$ cat config.mk
export PLATFORM = sky130hd
export DESIGN_NAME = xor_checked_frame_packer_core
export DESIGN_NICKNAME = d
export VERILOG_FILES = /design/src/rtl/xcfp_pkg.sv /design/src/rtl/xcfp_cfg_regs.sv /design/src/rtl/xcfp_frame_track.sv /design/src/rtl/xcfp_byte_seq.sv /design/src/rtl/xor_checked_frame_packer_core.sv
export VERILOG_INCLUDE_DIRS = /design/src /design/src/rtl
export SDC_FILE = /design/constraint.sdc
export NUM_CORES = 1
export LEC_CHECK = 0
export ABC_AREA = 1
export BUFFER_PORTS_ARGS = -buffer_cell sky130_fd_sc_hd__buf_4
export CAP_MARGIN = 30
export CORE_MARGIN = 3
export CORE_UTILIZATION = 30
export CTS_CLUSTER_DIAMETER = 80
export DETAILED_ROUTE_END_ITERATION = 10
export PLACE_DENSITY_LB_ADDON = 0.15
export SLEW_MARGIN = 25
export SYNTH_ARGS = -nofsm -noshare
export SYNTH_HDL_FRONTEND = slang
export SYNTH_SLANG_ARGS = --single-unit
$ cat constraint.sdc
create_clock -name aclk -period 6.1 [get_ports aclk]
set_input_delay 1.22 -clock aclk [delete_from_list [all_inputs] [get_ports aclk]]
set_output_delay 1.22 -clock aclk [all_outputs]
set_load 0.01 [all_outputs]
$ cat src/rtl/xor_checked_frame_packer_core_defines.svh
// ----------------------------------------------------------------------------
// Assertion macros for the xor-checked frame packer
// Shared concurrent check forms used at the end of the top level.
// ----------------------------------------------------------------------------
`ifndef XOR_CHECKED_FRAME_PACKER_CORE_DEFINES_SVH
`define XOR_CHECKED_FRAME_PACKER_CORE_DEFINES_SVH

// same-cycle implication, disabled in reset
`define XCFP_ASSERT_NOW(lbl, clk, rstn, ante, cons, msg) \
    lbl: assert property (@(posedge clk) disable iff (!rstn) (ante) |-> (cons)) \
        else $error(msg);

// next-cycle implication, disabled in reset
`define XCFP_ASSERT_NEXT(lbl, clk, rstn, ante, cons, msg) \
    lbl: assert property (@(posedge clk) disable iff (!rstn) (ante) |=> (cons)) \
        else $error(msg);

`endif

$ cat src/rtl/xcfp_pkg.sv
// ----------------------------------------------------------------------------
// xcfp_pkg
// Types, register indexes, frame constants and sequencer steps of the packer.
// ----------------------------------------------------------------------------
package xcfp_pkg;

    // frame marker bytes and length overhead
    localparam logic [7:0] HDR_A        = 8'hAA;
    localparam logic [7:0] HDR_B        = 8'h55;
    localparam logic [7:0] LEN_OVERHEAD = 8'd4;

    // configuration register indexes
    localparam int unsigned REG_ADDR_W = 3;
    localparam logic [REG_ADDR_W-1:0] REG_PAYLOAD_LENGTH = 3'd0;
    localparam logic [REG_ADDR_W-1:0] REG_LOCAL_ID       = 3'd1;
    localparam logic [REG_ADDR_W-1:0] REG_DESTINATION_ID = 3'd2;
    localparam logic [REG_ADDR_W-1:0] REG_ACK_REQUEST    = 3'd3;
    localparam logic [REG_ADDR_W-1:0] REG_FUNCTION_CODE  = 3'd4;

    // register reset values
    localparam logic [7:0] RST_PAYLOAD_LENGTH = 8'd1;

    // byte sequencer steps, in frame order
    localparam int unsigned STEP_W = 4;
    localparam logic [STEP_W-1:0] STEP_SYNC_A   = 4'd0;
    localparam logic [STEP_W-1:0] STEP_SYNC_B   = 4'd1;
    localparam logic [STEP_W-1:0] STEP_LEN      = 4'd2;
    localparam logic [STEP_W-1:0] STEP_LOCAL    = 4'd3;
    localparam logic [STEP_W-1:0] STEP_DEST     = 4'd4;
    localparam logic [STEP_W-1:0] STEP_ACK      = 4'd5;
    localparam logic [STEP_W-1:0] STEP_FUNC     = 4'd6;
    localparam logic [STEP_W-1:0] STEP_PAYLOAD  = 4'd7;
    localparam logic [STEP_W-1:0] STEP_PARITY   = 4'd8;
    localparam logic [STEP_W-1:0] STEP_TRAIL_B  = 4'd9;
    localparam logic [STEP_W-1:0] STEP_TRAIL_A  = 4'd10;

    typedef struct packed {
        logic [7:0] payload_length;
        logic [7:0] local_id;
        logic [7:0] destination_id;
        logic [7:0] ack_request;
        logic [7:0] function_code;
    } cfg_t;

    // one accepted payload byte with everything needed to emit its bytes
    typedef struct packed {
        logic       first;
        logic       last;
        logic [7:0] len_byte;
        logic [7:0] local_id;
        logic [7:0] destination_id;
        logic [7:0] ack_request;
        logic [7:0] function_code;
        logic [7:0] payload_byte;
        logic [7:0] parity;
    } job_t;

    typedef struct packed {
        logic              busy;
        logic              out_free;
        logic [STEP_W-1:0] step;
    } seq_status_t;

endpackage

$ cat src/rtl/xcfp_cfg_regs.sv
// ----------------------------------------------------------------------------
// xcfp_cfg_regs
// Configuration register file; writes to unknown indexes are dropped.
// ----------------------------------------------------------------------------
module xcfp_cfg_regs (
    input  logic                               aclk,
    input  logic                               aresetn,
    input  logic                               cfg_we,
    input  logic [xcfp_pkg::REG_ADDR_W-1:0]    cfg_addr,
    input  logic [7:0]                         cfg_wdata,
    output xcfp_pkg::cfg_t                     cfg
);

    xcfp_pkg::cfg_t cfg_reg;
    xcfp_pkg::cfg_t cfg_next;

    // register write decode
    always_comb begin
        cfg_next = cfg_reg;
        if (cfg_we) begin
            case (cfg_addr)
                xcfp_pkg::REG_PAYLOAD_LENGTH: cfg_next.payload_length = cfg_wdata;
                xcfp_pkg::REG_LOCAL_ID:       cfg_next.local_id       = cfg_wdata;
                xcfp_pkg::REG_DESTINATION_ID: cfg_next.destination_id = cfg_wdata;
                xcfp_pkg::REG_ACK_REQUEST:    cfg_next.ack_request    = cfg_wdata;
                xcfp_pkg::REG_FUNCTION_CODE:  cfg_next.function_code  = cfg_wdata;
                default: begin
                    cfg_next = cfg_reg;
                end
            endcase
        end
    end

    always_ff @(posedge aclk) begin
        if (!aresetn) begin
            cfg_reg.payload_length <= xcfp_pkg::RST_PAYLOAD_LENGTH;
            cfg_reg.local_id       <= '0;
            cfg_reg.destination_id <= '0;
            cfg_reg.ack_request    <= '0;
            cfg_reg.function_code  <= '0;
        end else begin
            cfg_reg <= cfg_next;
        end
    end

    assign cfg = cfg_reg;

endmodule

$ cat src/rtl/xcfp_frame_track.sv
// ----------------------------------------------------------------------------
// xcfp_frame_track
// Frame position and running parity; builds the job for each payload byte.
// ----------------------------------------------------------------------------
module xcfp_frame_track (
    input  logic             aclk,
    input  logic             aresetn,
    input  xcfp_pkg::cfg_t   cfg,
    input  logic [7:0]       payload_byte,
    input  logic             take,
    output xcfp_pkg::job_t   job
);

    logic [7:0] count_reg;
    logic [7:0] count_next;
    logic [7:0] parity_reg;
    logic [7:0] parity_next;

    logic       is_first;
    logic       is_last;
    logic [7:0] count_inc;
    logic [7:0] len_byte;
    logic [7:0] seed;
    logic [7:0] parity_new;

    // parity seed is the XOR of the header field bytes on the first byte of a frame
    always_comb begin
        is_first   = (count_reg == 8'd0);
        len_byte   = cfg.payload_length + xcfp_pkg::LEN_OVERHEAD;
        seed       = is_first ? (len_byte ^ cfg.local_id ^ cfg.destination_id ^
                                 cfg.ack_request ^ cfg.function_code)
                              : parity_reg;
        parity_new = seed ^ payload_byte;
        count_inc  = count_reg + 8'd1;
        is_last    = (count_inc == cfg.payload_length);
    end

    // job handed to the byte sequencer
    always_comb begin
        job.first          = is_first;
        job.last           = is_last;
        job.len_byte       = len_byte;
        job.local_id       = cfg.local_id;
        job.destination_id = cfg.destination_id;
        job.ack_request    = cfg.ack_request;
        job.function_code  = cfg.function_code;
        job.payload_byte   = payload_byte;
        job.parity         = parity_new;
    end

    // frame state update on each transfer
    always_comb begin
        count_next  = count_reg;
        parity_next = parity_reg;
        if (take) begin
            count_next  = is_last ? 8'd0 : count_inc;
            parity_next = is_last ? 8'd0 : parity_new;
        end
    end

    always_ff @(posedge aclk) begin
        if (!aresetn) begin
            count_reg  <= '0;
            parity_reg <= '0;
        end else begin
            count_reg  <= count_next;
            parity_reg <= parity_next;
        end
    end

endmodule

$ cat src/rtl/xcfp_byte_seq.sv
// ----------------------------------------------------------------------------
// xcfp_byte_seq
// Holds one job and steps through its header, payload and trailer bytes
// into the output register, one byte per cycle while the output is free.
// ----------------------------------------------------------------------------
module xcfp_byte_seq (
    input  logic                    aclk,
    input  logic                    aresetn,
    input  xcfp_pkg::job_t          job_in,
    input  logic                    in_valid,
    output logic                    in_ready,
    output logic                    m_valid,
    input  logic                    m_ready,
    output logic [7:0]              m_frame_byte,
    output logic                    m_frame_end,
    output xcfp_pkg::seq_status_t   status
);

    xcfp_pkg::job_t              job_reg;
    xcfp_pkg::job_t              job_next;
    logic                        busy_reg;
    logic                        busy_next;
    logic [xcfp_pkg::STEP_W-1:0] step_reg;
    logic [xcfp_pkg::STEP_W-1:0] step_next;
    logic                        valid_reg;
    logic                        valid_next;
    logic [7:0]                  byte_reg;
    logic [7:0]                  byte_next;
    logic                        end_reg;
    logic                        end_next;

    logic                        out_free;
    logic                        emit;
    logic                        job_done;
    logic                        take;
    logic [xcfp_pkg::STEP_W-1:0] end_step;
    logic [7:0]                  cur_byte;

    // handshake and step control
    always_comb begin
        out_free = !valid_reg || m_ready;
        end_step = job_reg.last ? xcfp_pkg::STEP_TRAIL_A : xcfp_pkg::STEP_PAYLOAD;
        emit     = busy_reg && out_free;
        job_done = emit && (step_reg == end_step);
        in_ready = !busy_reg || job_done;
        take     = in_valid && in_ready;
    end

    // byte select for the current step
    always_comb begin
        case (step_reg)
            xcfp_pkg::STEP_SYNC_A:  cur_byte = xcfp_pkg::HDR_A;
            xcfp_pkg::STEP_SYNC_B:  cur_byte = xcfp_pkg::HDR_B;
            xcfp_pkg::STEP_LEN:     cur_byte = job_reg.len_byte;
            xcfp_pkg::STEP_LOCAL:   cur_byte = job_reg.local_id;
            xcfp_pkg::STEP_DEST:    cur_byte = job_reg.destination_id;
            xcfp_pkg::STEP_ACK:     cur_byte = job_reg.ack_request;
            xcfp_pkg::STEP_FUNC:    cur_byte = job_reg.function_code;
            xcfp_pkg::STEP_PAYLOAD: cur_byte = job_reg.payload_byte;
            xcfp_pkg::STEP_PARITY:  cur_byte = job_reg.parity;
            xcfp_pkg::STEP_TRAIL_B: cur_byte = xcfp_pkg::HDR_B;
            xcfp_pkg::STEP_TRAIL_A: cur_byte = xcfp_pkg::HDR_A;
            default:                cur_byte = xcfp_pkg::HDR_A;
        endcase
    end

    // next state of job holder and output register
    always_comb begin
        job_next   = take ? job_in : job_reg;
        busy_next  = busy_reg;
        step_next  = step_reg;
        if (take) begin
            busy_next = 1'b1;
            step_next = job_in.first ? xcfp_pkg::STEP_SYNC_A : xcfp_pkg::STEP_PAYLOAD;
        end else if (job_done) begin
            busy_next = 1'b0;
        end else if (emit) begin
            step_next = step_reg + 4'd1;
        end

        valid_next = valid_reg;
        byte_next  = byte_reg;
        end_next   = end_reg;
        if (emit) begin
            valid_next = 1'b1;
            byte_next  = cur_byte;
            end_next   = (step_reg == xcfp_pkg::STEP_TRAIL_A);
        end else if (m_ready) begin
            valid_next = 1'b0;
        end
    end

    always_ff @(posedge aclk) begin
        if (!aresetn) begin
            busy_reg  <= 1'b0;
            step_reg  <= xcfp_pkg::STEP_SYNC_A;
            valid_reg <= 1'b0;
        end else begin
            busy_reg  <= busy_next;
            step_reg  <= step_next;
            valid_reg <= valid_next;
        end
    end

    // payload registers
    always_ff @(posedge aclk) begin
        job_reg  <= job_next;
        byte_reg <= byte_next;
        end_reg  <= end_next;
    end

    assign m_valid         = valid_reg;
    assign m_frame_byte    = byte_reg;
    assign m_frame_end     = end_reg;
    assign status.busy     = busy_reg;
    assign status.out_free = out_free;
    assign status.step     = step_reg;

endmodule

$ cat src/rtl/xor_checked_frame_packer_core.sv
// ----------------------------------------------------------------------------
// xor_checked_frame_packer_core
// Packs payload bytes into AA 55 framed messages with an XOR parity byte.
// ----------------------------------------------------------------------------
// Each payload byte transfer yields one output byte per cycle, unless the
// output stalls: eight for the first byte of a frame (seven header bytes plus
// the byte), four for the byte that completes it (the byte, parity, 55, AA),
// eleven for a byte that both opens and completes a frame, and one for all
// others. The output byte register is the rate limit: the input accepts a new
// byte in the cycle its predecessor's last output byte is loaded, so mid-frame
// bytes flow at one per cycle when the output is free, and the input stalls
// only while header or trailer bytes go out or the output stalls. A transfer
// is held in the job register before its first byte enters the output register.
// Header fields and the parity seed are taken from the registers on the first
// payload byte of a frame; a payload length of zero gives 256-byte payloads.
// ----------------------------------------------------------------------------
`include "xor_checked_frame_packer_core_defines.svh"

module xor_checked_frame_packer_core (
    input  logic                              aclk,
    input  logic                              aresetn,
    // configuration write port
    input  logic                              cfg_we,
    input  logic [xcfp_pkg::REG_ADDR_W-1:0]   cfg_addr,
    input  logic [7:0]                        cfg_wdata,
    // payload input
    input  logic                              s_valid,
    output logic                              s_ready,
    input  logic [7:0]                        s_payload_byte,
    // framed output
    output logic                              m_valid,
    input  logic                              m_ready,
    output logic [7:0]                        m_frame_byte,
    output logic                              m_frame_end
);

    xcfp_pkg::cfg_t        cfg;
    xcfp_pkg::job_t        job;
    xcfp_pkg::seq_status_t seq_status;
    logic                  take;

    assign take = s_valid && s_ready;

    // configuration registers
    xcfp_cfg_regs u_cfg_regs (
        .aclk      (aclk),
        .aresetn   (aresetn),
        .cfg_we    (cfg_we),
        .cfg_addr  (cfg_addr),
        .cfg_wdata (cfg_wdata),
        .cfg       (cfg)
    );

    // frame position and parity
    xcfp_frame_track u_frame_track (
        .aclk         (aclk),
        .aresetn      (aresetn),
        .cfg          (cfg),
        .payload_byte (s_payload_byte),
        .take         (take),
        .job          (job)
    );

    // byte sequencer and output register
    xcfp_byte_seq u_byte_seq (
        .aclk         (aclk),
        .aresetn      (aresetn),
        .job_in       (job),
        .in_valid     (s_valid),
        .in_ready     (s_ready),
        .m_valid      (m_valid),
        .m_ready      (m_ready),
        .m_frame_byte (m_frame_byte),
        .m_frame_end  (m_frame_end),
        .status       (seq_status)
    );

    // frame end is only ever flagged on the closing AA
    `XCFP_ASSERT_NOW(a_end_on_aa, aclk, aresetn, m_valid && m_frame_end, m_frame_byte == xcfp_pkg::HDR_A, "frame end not on AA")
    // a held job blocks new transfers while the output is stalled
    `XCFP_ASSERT_NOW(a_stall_blocks_input, aclk, aresetn, seq_status.busy && !seq_status.out_free, !s_ready, "input taken during output stall")
    // sequencer step never runs past the closing AA
    `XCFP_ASSERT_NOW(a_step_range, aclk, aresetn, seq_status.busy, seq_status.step <= xcfp_pkg::STEP_TRAIL_A, "sequencer step out of range")
    // an accepted byte is held by the sequencer on the next cycle
    `XCFP_ASSERT_NEXT(a_take_emits, aclk, aresetn, s_valid && s_ready, seq_status.busy, "accepted byte not held")

endmodule
==> summary.txt <==
Status
  • Result of the run: complete, no violations

Clocking
  • Clock buffer count from CTS: 17
  • H-Tree Depth: 4
  • Worst-path clk slew: 0.06 ns
  • Library cell used as clock root buffer: sky130_fd_sc_hd__clkbuf_16
  • Clk sink count: 128
  • Count of buffers added by post-CTS timing repair for setup: 0
  • Clk buf depth: 2
  • Count of hold buffers inserted by post-cts repair: 0
  • Number of resized instances in the post-cts repair step: 0
  • Clock tree from TritonCTS: built
  • Worst-Skew Late Latency: 0.41 ns

Floorplan
  • Core outline area: 19100 um^2
  • Top-level port count: 35
  • Die Wd: 147 um
  • Die Height: 147 um
  • Die Footprint: 21600 um^2
  • Initial core utilization: 0.312
  • Row Count: 50

Timing
  • Slew at the pin with the worst max-slew slack: 0.886 ns
  • Max-slew violations: 0
  • Final-report setup violation count: 0
  • Final period util: 0.496
  • Min Tclk post-route: 3.03 ns
  • Setup repair after global routing missed its margin: no
  • Post-route clock skew: 0.00955 ns
  • Number of endpoints with negative hold slack in the final report: 0
  • FMAX: 0.330 GHz
  • Final total negative setup slack: 0 ns
  • Slew Limit Headroom: 0.407

Synth
  • Most numerous cell in the Yosys netlist: sky130_fd_sc_hd__nand2_1
  • Number of nets produced by synthesis: 690
  • FF+latch count, synth: 128
  • Post-synthesis instance total: 659
  • Synthesized area: 5970 um^2
  • Sequential share of the synthesized area: 0.540
  • Ys flop type: sky130_fd_sc_hd__edfxtp_1
  • Top cells by area in the synthesized netlist: sky130_fd_sc_hd__edfxtp_1, sky130_fd_sc_hd__dfxtp_1, sky130_fd_sc_hd__nand2_1
  • Share of synthesized flip-flops with an asynchronous set or reset: 0
  • Yosys top cell area share: 0.332
  • Yosys top cell by area: sky130_fd_sc_hd__edfxtp_1
  • Number of enable-type register cells in the synthesized netlist: 66
  • Cell types with the highest counts after synthesis: sky130_fd_sc_hd__nand2_1, sky130_fd_sc_hd__edfxtp_1, sky130_fd_sc_hd__dfxtp_1
  • Synth cell types: 38
  • Post-synthesis average cell area: 9.06 um^2
  • Number of synthesis warnings: 0

Setup path
  • Kind of end point of the critical path: primary output
  • CP Data Arrival Time: 1.81 ns
  • Critical Path Source Type: input port
  • Data required time at the worst endpoint: 4.88 ns
  • Cell type of the slowest stage on the worst timing path: sky130_fd_sc_hd__o21ai_4
  • WS Path Type: in2out
  • Cell Chain, Critical Path: buf_4 > inv_1 > nand2_1 > inv_1 > o21ai_4 > buf_4
  • Number of buffers and inverters on the critical path: 4
  • Largest driver fanout on the critical path: 3
  • Critical path's largest stage delay: 0.20 ns
  • Kind of cell adding the most delay to the critical path: buffers and inverters

Detailed routing
  • Final antenna-violating net count: 0
  • Wirelength per Cell: 15.7 um
  • Iteration count of the initial detailed-routing pass: 4
  • Routed Wire Length: 15300 um
  • DRC: 0
  • Via Count: 4515
  • Mean number of vias per cell: 4.64
  • Initial drt markers: 326

Place
  • Number of I/O port buffers: 34
  • HPWL reported at the end of detailed placement: 11300 um
  • GPL Wtd Cong: 0.756
  • Total cell area at the placement stage: 6500 um^2

Cells and area
  • Proportion of layout cells with a drive suffix above 1: 0.147
  • N_diodes: 0
  • Flip-flop count of the largest register after layout: 57
  • Final core area utilization: 0.372
  • Final standard cell area without fillers: 7130 um^2
  • Fillers: 1936
  • Net count of the finished layout: 732
  • Area added between synthesis and finish: 19.4%

Run
  • Max-capacitance violation count: 0

GRT
  • First-pass GRT wire length: 24000 um
  • GRT Util Overall: 0.144
  • Total congestion overflow after global routing: 0
  • Number of antenna violations at the first check in global routing: 0
  • Largest net degree at the start of global routing: 55
  • Via count of the first global-routing pass: 4361

Power
  • Ratio of total power to cell area: 325 nW/um^2
  • Power Total: 0.00231 W
  • Max IR drop VDD: 0.178 mV
  • LEAKAGE: 2.90 nW

Min path
  • Tightest Hold Check Type: reg2reg
-- worst register-to-register path, cell delays in order (launching register included) --
cell                       delay, ns
sky130_fd_sc_hd__dfxtp_1        0.57
sky130_fd_sc_hd__inv_1          0.08
sky130_fd_sc_hd__nand2_1        0.12
sky130_fd_sc_hd__o22ai_2        0.09
sky130_fd_sc_hd__nand2_2        0.10
sky130_fd_sc_hd__o21ai_4        0.08
sky130_fd_sc_hd__nand2_4        0.12
sky130_fd_sc_hd__clkinv_2       0.41
sky130_fd_sc_hd__buf_12         0.36
sky130_fd_sc_hd__nand2_4        0.22
sky130_fd_sc_hd__inv_1          0.11
sky130_fd_sc_hd__nand2_1        0.07
sky130_fd_sc_hd__nand2_1        0.04
-- worst paths after layout --
check	startpoint	to	slack, ns	cells after the start
max	m_ready	s_ready	3.07	6
min	u_frame_track.parity_reg[4]$_SDFFE_PN0P_	u_frame_track.parity_reg[4]$_SDFFE_PN0P_	0.46	2
max reg2reg	u_byte_seq.step_reg[2]$_SDFFE_PN0P_	u_frame_track.parity_reg[6]$_SDFFE_PN0P_	3.62	12
min reg2reg	u_frame_track.parity_reg[4]$_SDFFE_PN0P_	u_frame_track.parity_reg[4]$_SDFFE_PN0P_	0.46	2
-- routing by layer --
layer  wire length [um]  global-route usage
met5                  0                   0
met4                141              0.0461
met3                333              0.0290
met2               7190               0.229
met1               7660               0.198
-- power by group --
group          switching, W  internal (W)  total [W]
Sequential        0.0000349      0.000973    0.00101
Combinational      0.000169     0.0000958   0.000265
Clock              0.000385      0.000657    0.00104
-- area by class of cell --
cell class / count / area [um^2] / share of cell area
Sequential cell: 128 / 3220 / 0.452
Multi-Input combinational cell: 449 / 2420 / 0.339
Clock buffer: 23 / 531 / 0.0744
Tap cell: 260 / 325 / 0.0456
Timing Repair Buffer: 36 / 283 / 0.0397
Inverter: 69 / 260 / 0.0365
Clock inverter: 9 / 87.6 / 0.0123
-- logic make-up after synthesis --
kind of cell,count (synthesis),share of synthesized area
simple gates,301,0.226
flops,128,0.540
compound gates,113,0.122
buf+inv,82,0.0559
xor+xnor,28,0.0411
fa+ha+maj,7,0.0147
-- metrics by stage --
step	cells	setup WS [ns]	hold WS, ns
floorplan	659	3.27	0.418
global placement	940	2.54	0.436
detailed placement	941	2.95	0.443
CTS	973	3.07	0.459
global route	974	3.02	0.474
finish	974	3.07	0.459
-- layout by cell type, fill, tap and decap left out, types with 3 or more instances in the layout --
cell and count:
sky130_fd_sc_hd__xor2_1 13, sky130_fd_sc_hd__or2_2 3, sky130_fd_sc_hd__nand2_1 145, sky130_fd_sc_hd__o22ai_2 5, sky130_fd_sc_hd__ha_1 7, sky130_fd_sc_hd__and2_1 5
sky130_fd_sc_hd__inv_4 3, sky130_fd_sc_hd__inv_1 60, sky130_fd_sc_hd__inv_2 3, sky130_fd_sc_hd__nor2_2 4, sky130_fd_sc_hd__nand4_1 4, sky130_fd_sc_hd__a22o_1 11
sky130_fd_sc_hd__xnor2_1 15, sky130_fd_sc_hd__dfxtp_1 62, sky130_fd_sc_hd__nand2_2 5, sky130_fd_sc_hd__nor2_1 60, sky130_fd_sc_hd__o21ai_0 46, sky130_fd_sc_hd__a21oi_1 30
sky130_fd_sc_hd__edfxtp_1 66, sky130_fd_sc_hd__clkbuf_16 19, sky130_fd_sc_hd__nand2_4 3, sky130_fd_sc_hd__clkinv_1 5, sky130_fd_sc_hd__a221oi_1 12, sky130_fd_sc_hd__nand3b_1 8
sky130_fd_sc_hd__buf_4 34, sky130_fd_sc_hd__o21ai_2 5, sky130_fd_sc_hd__nand3_1 55, sky130_fd_sc_hd__clkbuf_8 4
Power figures use the tool's default switching activity.
